$ cat config.mk
export PLATFORM = sky130hd
export DESIGN_NAME = id_bitmap_next_fit_allocator
export DESIGN_NICKNAME = d
export VERILOG_FILES = /design/src/rtl/core/idbm_pkg.sv /design/src/rtl/core/idbm_ram.sv /design/src/rtl/core/idbm_ffz.sv /design/src/rtl/core/id_bitmap_next_fit_allocator.sv
export SDC_FILE = /design/constraint.sdc
export NUM_CORES = 1
export LEC_CHECK = 0
export ABC_AREA = 1
export BUFFER_PORTS_ARGS = -buffer_cell sky130_fd_sc_hd__buf_2
export CAP_MARGIN = 25
export CORE_MARGIN = 3
export CORE_UTILIZATION = 67
export DETAILED_ROUTE_END_ITERATION = 10
export PLACE_DENSITY_LB_ADDON = 0.05
export REMOVE_ABC_BUFFERS = 1
export SYNTH_ARGS = -nofsm -noshare
export SYNTH_HDL_FRONTEND = slang
export SYNTH_HIERARCHICAL = 1
export SYNTH_SLANG_ARGS = --single-unit
$ cat constraint.sdc
create_clock -name clk -period 6.49 [get_ports clk]
set_clock_uncertainty 0.1 [all_clocks]
set_input_delay 1.298 -clock clk [delete_from_list [all_inputs] [get_ports clk]]
set_output_delay 1.298 -clock clk [all_outputs]
set_load 0.005 [all_outputs]
$ cat src/rtl/core/idbm_pkg.sv
`default_nettype none

package idbm_pkg;

  localparam int DEF_NUM_IDS = 64;
  localparam int WORD_BITS   = 32;
  localparam int WORD_SHIFT  = 5;
  localparam int ID_W        = 6;
  localparam int IN_TDATA_W  = 8;
  localparam int OUT_TDATA_W = 8;

  typedef enum logic {
    OP_ALLOC = 1'b0,
    OP_FREE  = 1'b1
  } op_t;

  typedef enum logic [1:0] {
    STAT_OK          = 2'd0,
    STAT_NONE_FREE   = 2'd1,
    STAT_DOUBLE_FREE = 2'd2,
    STAT_RESERVED    = 2'd3
  } status_t;

  typedef enum logic [1:0] {
    S_IDLE,
    S_RD,
    S_CHK,
    S_OUT
  } state_t;

  function automatic int map_words(input int num_ids);
    return (num_ids + WORD_BITS - 1) / WORD_BITS;
  endfunction

  function automatic int addr_bits(input int depth);
    return (depth > 1) ? $clog2(depth) : 1;
  endfunction

endpackage

`default_nettype wire

$ cat src/rtl/core/idbm_ram.sv
`default_nettype none

module idbm_ram #(
  parameter int WIDTH = idbm_pkg::WORD_BITS,
  parameter int DEPTH = 2,
  localparam int AW   = idbm_pkg::addr_bits(DEPTH)
) (
  input  wire logic             clk,
  input  wire logic             we,
  input  wire logic [AW-1:0]    waddr,
  input  wire logic [WIDTH-1:0] wdata,
  input  wire logic             re,
  input  wire logic [AW-1:0]    raddr,
  output logic      [WIDTH-1:0] rdata
);

  logic [WIDTH-1:0] mem [DEPTH];

  always_ff @(posedge clk) begin
    if (we) begin
      mem[waddr] <= wdata;
    end
    if (re) begin
      rdata <= mem[raddr];
    end
  end

endmodule

`default_nettype wire

$ cat src/rtl/core/idbm_ffz.sv
`default_nettype none

// lowest free, in-range, nonzero id bit of one map word, at or above lo when use_lo is set
module idbm_ffz #(
  parameter int NUM_IDS = idbm_pkg::DEF_NUM_IDS,
  localparam int WAW    = idbm_pkg::addr_bits(idbm_pkg::map_words(NUM_IDS))
) (
  input  wire logic [idbm_pkg::WORD_BITS-1:0]  word,
  input  wire logic [WAW-1:0]                  widx,
  input  wire logic [idbm_pkg::WORD_SHIFT-1:0] lo,
  input  wire logic                            use_lo,
  output logic                                 hit,
  output logic [idbm_pkg::WORD_SHIFT-1:0]      pos
);

  logic [idbm_pkg::WORD_BITS-1:0] avail;

  always_comb begin
    for (int b = 0; b < idbm_pkg::WORD_BITS; b++) begin
      avail[b] = !word[b]
                 && (int'({widx, idbm_pkg::WORD_SHIFT'(b)}) < NUM_IDS)
                 && !(widx == '0 && b == 0)
                 && (!use_lo || idbm_pkg::WORD_SHIFT'(b) >= lo);
    end
  end

  always_comb begin
    hit = 1'b0;
    pos = '0;
    for (int b = idbm_pkg::WORD_BITS - 1; b >= 0; b--) begin
      if (avail[b]) begin
        hit = 1'b1;
        pos = idbm_pkg::WORD_SHIFT'(b);
      end
    end
  end

endmodule

`default_nettype wire

$ cat src/rtl/core/id_bitmap_next_fit_allocator.sv
// Next-fit identifier allocator. Each transfer on s_ is one request: allocate
// (returns the first free id at or above the search hint, wrapping to 1, and
// advances the hint) or free (releases an id in use and lowers the hint to
// it if it lies below the hint). Each request gives exactly one transfer on m_
// with a status and the granted id; id 0 is reserved. The used map sits in a
// RAM of 32-bit words with one write and one read port, both addressed by the
// word index, and is scanned by one find-first-free encoder, one word at a
// time (read, then check). An allocate examines 1 to ceil(NUM_IDS/32) + 1
// words; a free reads and checks its id's word, and a free of id 0 or an
// out-of-range id goes straight to the result. One request is in work at a time; the result
// register lets the next request be accepted while a result waits. The map
// needs no clearing pass after reset: words never written read as free.
`default_nettype none

module id_bitmap_next_fit_allocator #(
  parameter int NUM_IDS = idbm_pkg::DEF_NUM_IDS
) (
  input  wire logic                                clk,
  input  wire logic                                rst,
  input  wire logic                                s_tvalid,
  output logic                                     s_tready,
  input  wire logic [idbm_pkg::IN_TDATA_W-1:0]     s_tdata,  // operation, id_value, pad
  output logic                                     m_tvalid,
  input  wire logic                                m_tready,
  output logic      [idbm_pkg::OUT_TDATA_W-1:0]    m_tdata   // status, id_out
);

  localparam int WORDS = idbm_pkg::map_words(NUM_IDS);
  localparam int WAW   = idbm_pkg::addr_bits(WORDS);
  localparam int IW    = $clog2(NUM_IDS);
  localparam int WB    = idbm_pkg::WORD_BITS;
  localparam int WS    = idbm_pkg::WORD_SHIFT;

  idbm_pkg::state_t  state, state_next;
  logic [WAW-1:0]    widx, widx_next;
  logic              pass2, pass2_next;
  logic [IW-1:0]     hint, hint_next;
  idbm_pkg::op_t     op_q, op_next;
  logic [idbm_pkg::ID_W-1:0] id_q, id_next;
  idbm_pkg::status_t res_status, res_status_next;
  logic [idbm_pkg::ID_W-1:0] res_id, res_id_next;
  logic [WORDS-1:0]  wvalid;

  logic              ram_we, ram_re;
  logic [WB-1:0]     ram_wdata, ram_rdata, word_eff;
  logic              ffz_hit, ffz_use_lo;
  logic [WS-1:0]     ffz_pos;
  logic [WAW-1:0]    hint_word;
  logic [IW-1:0]     found_id, id_ext;
  logic              out_load;
  logic [WS-1:0]     id_bit;

  assign s_tready  = (state == idbm_pkg::S_IDLE);
  assign hint_word = WAW'(hint >> WS);
  assign word_eff  = wvalid[widx] ? ram_rdata : '0;
  assign ffz_use_lo = !pass2 && (widx == hint_word);
  assign found_id  = IW'({widx, ffz_pos});
  assign id_ext    = IW'(id_q);
  assign id_bit    = id_q[WS-1:0];
  assign ram_re    = (state == idbm_pkg::S_RD);
  assign out_load  = (state == idbm_pkg::S_OUT) && (!m_tvalid || m_tready);

  idbm_ram #(
    .WIDTH (WB),
    .DEPTH (WORDS)
  ) u_map (
    .clk   (clk),
    .we    (ram_we),
    .waddr (widx),
    .wdata (ram_wdata),
    .re    (ram_re),
    .raddr (widx),
    .rdata (ram_rdata)
  );

  idbm_ffz #(
    .NUM_IDS (NUM_IDS)
  ) u_ffz (
    .word   (word_eff),
    .widx   (widx),
    .lo     (hint[WS-1:0]),
    .use_lo (ffz_use_lo),
    .hit    (ffz_hit),
    .pos    (ffz_pos)
  );

  always_comb begin
    state_next      = state;
    widx_next       = widx;
    pass2_next      = pass2;
    hint_next       = hint;
    op_next         = op_q;
    id_next         = id_q;
    res_status_next = res_status;
    res_id_next     = res_id;
    ram_we          = 1'b0;
    ram_wdata       = word_eff;
    unique case (state)
      idbm_pkg::S_IDLE: begin
        if (s_tvalid) begin
          op_next         = idbm_pkg::op_t'(s_tdata[0]);
          id_next         = s_tdata[idbm_pkg::ID_W:1];
          res_id_next     = '0;
          res_status_next = idbm_pkg::STAT_OK;
          pass2_next      = 1'b0;
          if (idbm_pkg::op_t'(s_tdata[0]) == idbm_pkg::OP_ALLOC) begin
            widx_next  = hint_word;
            state_next = idbm_pkg::S_RD;
          end else if (s_tdata[idbm_pkg::ID_W:1] == '0) begin
            res_status_next = idbm_pkg::STAT_RESERVED;
            state_next      = idbm_pkg::S_OUT;
          end else if (int'(s_tdata[idbm_pkg::ID_W:1]) >= NUM_IDS) begin
            res_status_next = idbm_pkg::STAT_DOUBLE_FREE;
            state_next      = idbm_pkg::S_OUT;
          end else begin
            widx_next  = WAW'(s_tdata[idbm_pkg::ID_W:1] >> WS);
            state_next = idbm_pkg::S_RD;
          end
        end
      end
      idbm_pkg::S_RD: begin
        state_next = idbm_pkg::S_CHK;
      end
      idbm_pkg::S_CHK: begin
        if (op_q == idbm_pkg::OP_FREE) begin
          if (!word_eff[id_bit]) begin
            res_status_next = idbm_pkg::STAT_DOUBLE_FREE;
          end else begin
            ram_we            = 1'b1;
            ram_wdata[id_bit] = 1'b0;
            if (id_ext < hint) begin
              hint_next = id_ext;
            end
          end
          state_next = idbm_pkg::S_OUT;
        end else if (ffz_hit) begin
          ram_we             = 1'b1;
          ram_wdata[ffz_pos] = 1'b1;
          res_id_next        = idbm_pkg::ID_W'(found_id);
          if (int'(found_id) + 1 < NUM_IDS) begin
            hint_next = found_id + IW'(1);
          end else begin
            hint_next = IW'(1);
          end
          state_next = idbm_pkg::S_OUT;
        end else if (!pass2) begin
          if (widx == WAW'(WORDS - 1)) begin
            pass2_next = 1'b1;
            widx_next  = '0;
          end else begin
            widx_next = widx + WAW'(1);
          end
          state_next = idbm_pkg::S_RD;
        end else if (widx == hint_word) begin
          res_status_next = idbm_pkg::STAT_NONE_FREE;
          state_next      = idbm_pkg::S_OUT;
        end else begin
          widx_next  = widx + WAW'(1);
          state_next = idbm_pkg::S_RD;
        end
      end
      idbm_pkg::S_OUT: begin
        if (!m_tvalid || m_tready) begin
          state_next = idbm_pkg::S_IDLE;
        end
      end
      default: begin
        state_next = idbm_pkg::S_IDLE;
      end
    endcase
  end

  always_ff @(posedge clk) begin
    if (rst) begin
      state    <= idbm_pkg::S_IDLE;
      hint     <= IW'(1);
      wvalid   <= '0;
      m_tvalid <= 1'b0;
    end else begin
      state <= state_next;
      hint  <= hint_next;
      if (ram_we) begin
        wvalid[widx] <= 1'b1;
      end
      if (out_load) begin
        m_tvalid <= 1'b1;
      end else if (m_tready) begin
        m_tvalid <= 1'b0;
      end
    end
  end

  always_ff @(posedge clk) begin
    widx       <= widx_next;
    pass2      <= pass2_next;
    op_q       <= op_next;
    id_q       <= id_next;
    res_status <= res_status_next;
    res_id     <= res_id_next;
    if (out_load) begin
      m_tdata <= {res_id, res_status};
    end
  end

endmodule

`default_nettype wire

Word-level counts from Yosys, hierarchy flattened

Memory sizes are Yosys's and may differ from the RTL's. A register that Yosys moved wholly into a read port is not among the register bits.
Index checks and enable logic that the tools add are counted.

Flip-flop bits (word level): 36
Memory bits (writable): 64
Memories: 1

Add/subtract/negate cells: 3
Magnitude comparators: 40
Equality and inequality tests: 17
Muxes and demuxes: 129
Bitwise logic cells: 4
Reduce and logical (&&, ||, !) cells: 118

Memory list:

| memory    | depth | bits a word | rd ports | clocked after memory_dff | write ports | line           | RTL |
|---|---|---|---|---|---|---|---|
| u_map.mem | 2     | 32          | 1        | 1                        | 1           | idbm_ram.sv:17 | `logic [WIDTH-1:0] mem [DEPTH];` |

Operator list:

| cell                                                               | number |
|---|---|
| two-way mux 32 bit                                                 | 5 |
| two-way mux 5 bit                                                  | 32 |
| greater-or-equal comparator 5 bit (first input constant)           | 16 |
| two-way mux 1 bit                                                  | 59 |
| two-way mux 6 bit                                                  | 8 |
| greater-or-equal comparator 4 x 5 -> 1 bit (first input constant)  | 8 |
| logical AND 1 bit                                                  | 38 |
| logical NOT 1 bit                                                  | 35 |
| logical OR 1 bit                                                   | 33 |
| AND 32 bit                                                         | 1 |
| two-way mux 2 bit                                                  | 16 |
| NOT 32 bit                                                         | 1 |
| bitwise OR 32 bit                                                  | 1 |
| greater-or-equal comparator 3 x 5 -> 1 bit (first input constant)  | 4 |
| inequality test 3 bit (second input constant)                      | 6 |
| < comparator 5 x 6 -> 1 bit (second input constant)                | 2 |
| case mux 6 bit (2 select lines)                                    | 1 |
| AND reduction 4 bit                                                | 3 |
| AND reduction 6 bit                                                | 2 |
| demux 1 bit (select 5 bit)                                         | 2 |
| greater-or-equal comparator 1 x 5 -> 1 bit (first input constant)  | 2 |
| greater-or-equal comparator 2 x 5 -> 1 bit (first input constant)  | 2 |
| greater-or-equal comparator 5 x 1 -> 1 bit (second input constant) | 2 |
| inequality test 2 bit (second input constant)                      | 4 |
| other kinds (21)                                                   | 28 |

Logic depth before layout (Yosys ltp)

Depth after elaboration: 45
Mapped depth: 38
Mapped depth without buffers: 36

By module

Netlist, hierarchy kept.

By module, submodules not included:

| module                       | instances | cells an instance | area an instance (sq um) | seq. area each (sq um) |
|---|---|---|---|---|
| idbm_ram                     | 1         | 204               | 3,389.5                  | 2,882.8 |
| id_bitmap_next_fit_allocator | 1         | 445               | 2,950.3                  | 970.9 |
| idbm_ffz                     | 1         | 185               | 868.3                    | 0.0 |

Worst setup path before layout

Ideal clock, no wire load.

Path kind: register to register
From: register widx
To: memory u_map/mem[0][0] in the netlist's numbering, enable pin
Setup time: 422 ps
Data arrival time: 3,742 ps
Slack: 2,226 ps
Stages on the path, launching flop included: 20
Clock period less this slack: 4,264 ps
Cells stage by stage: edfxtp_1 buf_6 xnor2_1 inv_1 nor2_1 inv_1 nor2_1 inv_1 a21oi_1 or2_1 nand4_1 nor4_1 nand3_1 inv_1 nor2_1 inv_1 nand2_2 buf_6 inv_1 nor2_1

Longest elaborated chain between the ends: 42

Ends and longest elaborated chain:

| element                                     | line                                | RTL |
|---|---|---|
| start, declared                             | id_bitmap_next_fit_allocator.sv:35  | `logic [WAW-1:0] widx, widx_next;` |
| start signal, assigned                      | id_bitmap_next_fit_allocator.sv:194 | `widx <= widx_next;` |
| == test 1 bit (*)                           | id_bitmap_next_fit_allocator.sv:56  | `assign ffz_use_lo = !pass2 && (widx == hint_word);` |
| logical AND 1 bit (*)                       | id_bitmap_next_fit_allocator.sv:56  |  |
| named net ffz_use_lo                        | id_bitmap_next_fit_allocator.sv:46  | `logic ffz_hit, ffz_use_lo;` |
| logical NOT 1 bit (*)                       | idbm_ffz.sv:23                      | `&& (!use_lo \|\| idbm_pkg::WORD_SHIFT'(b) >= lo);` |
| logical OR 1 bit                            | idbm_ffz.sv:23                      |  |
| logical AND 1 bit                           | idbm_ffz.sv:23                      |  |
| two-way mux 1 bit (31 in series)            | idbm_ffz.sv:31                      | `if (avail[b]) begin` |
| two-way mux 1 bit (*)                       | idbm_ffz.sv:31                      |  |
| named net ffz_hit                           | id_bitmap_next_fit_allocator.sv:46  |  |
| two-way mux 1 bit (*)                       | id_bitmap_next_fit_allocator.sv:136 | `end else if (ffz_hit) begin` |
| two-way mux 1 bit (*)                       | id_bitmap_next_fit_allocator.sv:125 | `if (op_q == idbm_pkg::OP_FREE) begin` |
| two-way mux 1 bit (*)                       | id_bitmap_next_fit_allocator.sv:98  | `unique case (state)` |
| named net ram_we                            | id_bitmap_next_fit_allocator.sv:44  | `logic ram_we, ram_re;` |
| two-way mux 1 bit (*)                       | idbm_ram.sv:20                      | `if (we) begin` |
| two-way mux 1 bit (implied by the code) (*) | idbm_ram.sv:21                      | `mem[waddr] <= wdata;` |
| end, declared                               | idbm_ram.sv:17                      |  |

Mark *: on every way through the listed nets, which the timed path passes. The rest lies on a longest branch. The select of a mux whose other input is x is not followed.

Worst setup path in the final report

From: register widx
To: memory u_map/mem[1][23] in the netlist's numbering (data pin)

RTL lines:

| element                                                                                                                | line                                | RTL |
|---|---|---|
| two-way mux 1 bit (implied by the code) (*) (2 in series)                                                              | id_bitmap_next_fit_allocator.sv:55  | `assign word_eff = wvalid[widx] ? ram_rdata : '0;` |
| two-way mux 32 bit (*)                                                                                                 | id_bitmap_next_fit_allocator.sv:55  |  |
| named net word_eff[22]                                                                                                 | id_bitmap_next_fit_allocator.sv:45  | `logic [WB-1:0] ram_wdata, ram_rdata, word_eff;` |
| logical NOT 1 bit (*)                                                                                                  | idbm_ffz.sv:20                      | `avail[b] = !word[b]` |
| logical AND 1 bit (*)                                                                                                  | idbm_ffz.sv:23                      |  |
| two-way mux 5 bit (*) (23 in series)                                                                                   | idbm_ffz.sv:31                      |  |
| named net ffz_pos[2]                                                                                                   | id_bitmap_next_fit_allocator.sv:47  | `logic [WS-1:0] ffz_pos;` |
| < comparator 5 x 6 -> 1 bit (implied by the code) / greater-or-equal comparator 5 x 1 -> 1 bit (equally long branches) | id_bitmap_next_fit_allocator.sv:138 | `ram_wdata[ffz_pos] = 1'b1;` |
| logical AND 1 bit (implied by the code)                                                                                | id_bitmap_next_fit_allocator.sv:138 |  |
| two-way mux 1 bit (implied by the code)                                                                                | id_bitmap_next_fit_allocator.sv:138 |  |
| demux 1 bit (select 5 bit) (*)                                                                                         | id_bitmap_next_fit_allocator.sv:138 |  |
| bitwise OR 32 bit (no line) (*)                                                                                        | -                                   |  |
| two-way mux 32 bit (*)                                                                                                 | id_bitmap_next_fit_allocator.sv:136 |  |
| two-way mux 32 bit (*)                                                                                                 | id_bitmap_next_fit_allocator.sv:125 |  |
| two-way mux 32 bit (*)                                                                                                 | id_bitmap_next_fit_allocator.sv:98  |  |
| named net ram_wdata[23]                                                                                                | id_bitmap_next_fit_allocator.sv:45  |  |

Marks and branches as above.

==> metrics.md <==
| Metric | Value |
|---|---|
| Sequential fraction of the synthesis area | 0.535 |
| Combinational power share | 0.181 |
| Crit-path cells | buf_4 > inv_4 > nand2_2 > nand2_4 > nand2_1 > inv_1 > a211oi_1 > nor3_1 > o21ai_0 > nand2_1 > nand3_1 > a31oi_1 > nor2_1 > clkinv_1 > nor3_1 > a21oi_1 > a41oi_1 |
| CP Launch Type | flop |
| Initial antenna violation count | 0 |
| TritonCTS Buffers | 17 |
| Number of global-route vias before repair | approximately 6000 |
| Routed len/inst | 20.6 um |
| Setup Viol. Count Final | 0 |
| Post-route cell area | a little under 8000 sq um |
| PnR worst setup slack | 1.38 ns |
| Yosys warning count | 6 |
| Layout cells sized above 1 | 0.111 |
| Die W | 110 um |
| Drt total wl | 20.6 mm |
| Row cnt | 37 |
| Max-cap viol count | 0 |
| Fin. Hold Viols | 0 |
| P_int | around 0.0018 W |
| #FFs+latches synth | 132 |
| Dpl ws | about 1.7 ns |
| CTS sink cnt | 132 |
| Max incr delay on CP | between 0.7 and 0.8 ns |
| Clock Latency Late Sink | 0.55 ns |
| Pre-antenna DRT Iters | 7 |
| Synthesized area per cell | a little under 9 sq um |
| Leak | ~3.5 nW |
| Diode count | 0 |
| Root buffer cell | clkbuf_8 |
| Setup TNS | 0 ns |
| Area after DPL | roughly 7300 sq um |
| CP endpoint kind | flop |
| Most common cell after layout, fill and taps aside | nand2_1 |
| DRC viols | 0 |
| CTS tree | built |
| Max Clock Freq | a little under 0.2 GHz |
| Least-Margin Pin Slew | between 0.8 and 0.9 ns |
| Power share of the clock group | 0.392 |
| Crit path DAT | roughly 5.4 ns |
| Hold Path Class | flop to flop |
| Share of power burned in registers | 0.426 |
| Die Y | between 100 and 150 um |
| Cts hold-fix bufs | 0 |
| GRT Residual Overflow | 0 |
| Tot GR Track Use | 0.365 |
| Net Switching | between 0.0007 and 0.0008 W |
| Rel. slew slack | 0.442 |
| Largest net degree at the start of global routing | 44 |
| Worst Path Required | slightly below 7 ns |
| Switching fraction of total power | 0.299 |
| RePlAce Congestion | 1.01 |
| Final slew viol count | 0 |
| P&R area growth vs syn | 9.81% |
| Max IR drop VDD | 0.238 mV |
| Netlist cell types | 48 |
| RSZ-0062 raised after global routing | no |
| Slowest CP cell | nor3_1 |
| Post-CTS setup buffers | 0 |
| Filler instances | roughly 680 |
| Clock-pin slew on the worst setup and hold paths | around 0.060 ns |
| Die area | 12000 sq um |
| Status | finished clean |
| Starting Density | 0.692 |
| Mapped cell area | ~7200 sq um |
| CP Max Fanout | between 40 and 50 |
| Antenna Nets Post-Route | 0 |
| CTS Buffer Depth | 2 |
| Commonest non-fill, non-tap cells in the layout | nand2_1 (231), edfxtp_1 (121), inv_1 (108) |
| Count of buffers from port buffering | 20 |
| Iteration-0 DRC Markers | approximately 800 |
| Nets@finish | 876 |
| Detailed placement HPWL | ~14 mm |
| First-pass GRT wire length | around 32 mm |
| Core region area | 10400 sq um |
| Power per cell area | 319 nW/um^2 |
| Minimum clock period | approximately 5 ns |
| Setup CP Type | flop to flop |
| Post-DR vias/cell | 6.26 |
| Fraction of the cycle the final worst path needs | 0.787 |
| Htree depth | 4 |
| Vias | 6277 |
| Top Ports | 22 |
| Mapped Cells | ~830 |
| Cts repair resizes | 0 |
## per-stage QoR
stage                     hold slack (ns)  instances   util  total power, W
final                               0.318       1002  0.760         0.00252
after global routing                0.331       1002  0.760         0.00261
after CTS                           0.318       1002  0.760         0.00251
after detailed placement            0.305        972  0.702         0.00152
after global placement              0.303        972  0.702         0.00149
after floorplan                     0.300        812      -         0.00138
## area by class of cell
cell class	instances	area (sq um)	area share
clock buffer	17	414	0.0523
clock inverter	13	184	0.0232
inverter	122	468	0.0591
multi-input combinational	558	2700	0.340
sequential	132	3850	0.487
tap	136	170	0.0215
timing repair buffer	24	130	0.0164
## flip-flops by register name, indices dropped and copies added (netlist names)
register     flops
m_tdata          8
res_id           6
res_status       2
wvalid           2
hint             6
id_ext           6
widx             1
u_map/mem       64
pass2            1
state            2
m_tvalid         1
u_map/rdata     32
op_q             1
## layer usage
metal	routed length [um]	global-route usage	vias up
met2	9780	0.599	484
li1	-	-	2812
met1	7470	0.441	2859
met3	2050	0.0711	122
met5	0	0	-
met4	1320	0.233	0
## power groups by stage
| stage | combinational, W | sequential (W) | clock [W] |
|---|---|---|---|
| global route | 0.000497 | 0.00108 | 0.00103 |
| CTS | 0.000444 | 0.00107 | 0.000992 |
| detailed placement | 0.000433 | 0.00109 | 0 |
| finish | 0.000457 | 0.00108 | 0.000989 |
| floorplan | 0.000289 | 0.00109 | 0 |
| global placement | 0.000408 | 0.00109 | 0 |
## path summary, 6_finish.rpt
kind              startpoint                to  slack [ns]  depth (start not counted)
setup / recovery        widx  u_map/mem[1][23]        1.38                         17
hold / removal     res_id[0]        m_tdata[2]        0.32                          0
setup reg to reg        widx  u_map/mem[1][23]        1.38                         17
hold reg to reg    res_id[0]        m_tdata[2]        0.32                          0
## synthesized netlist by cell type, drive strengths merged
library cell / n / area [sq um]
a21boi: 1 / 7.51
clkinv: 2 / 7.51
a31oi: 14 / 87.6
or2: 2 / 12.5
nor2: 108 / 442
a211oi: 3 / 22.5
nand2: 251 / 1000
a21o: 1 / 7.51
o31a: 2 / 17.5
a21oi: 60 / 304
a41oi: 16 / 140
xnor2: 1 / 8.76
nand3b: 1 / 7.51
and3: 1 / 6.26
dfxtp: 11 / 220
nor3: 21 / 105
o221ai: 1 / 8.76
inv: 120 / 460
o21bai: 6 / 67.6
o41ai: 1 / 8.76
a22oi: 3 / 22.5
buf: 16 / 144
ha: 9 / 113
edfxtp: 121 / 3630
xor2: 2 / 17.5
clkbuf: 6 / 52.6
nand3: 28 / 140
o21a: 1 / 7.51
nor3b: 1 / 7.51
nor4: 2 / 12.5
o21ai: 19 / 95.1
nand4: 3 / 18.8
## critical path, delay by kind of cell, from the launching register on
kind	cells	cell delay [ns]
AND/OR/NAND/NOR	8	2.06
AO/OA/AOI/OAI	5	1.17
buffers and inverters	4	1.15
flip-flops	1	0.38
## cells by family (layout without fill, tap and decap cells)
family          after synthesis  count (layout)  share of synthesized area
flops                       132             132                      0.535
buf+inv                     144             176                     0.0922
xor+xnor                      3               3                    0.00365
compound gates              128             128                      0.111
fa+ha+maj                     9               9                     0.0156
simple gates                418             418                      0.243
(Power assumes the default switching activity.)
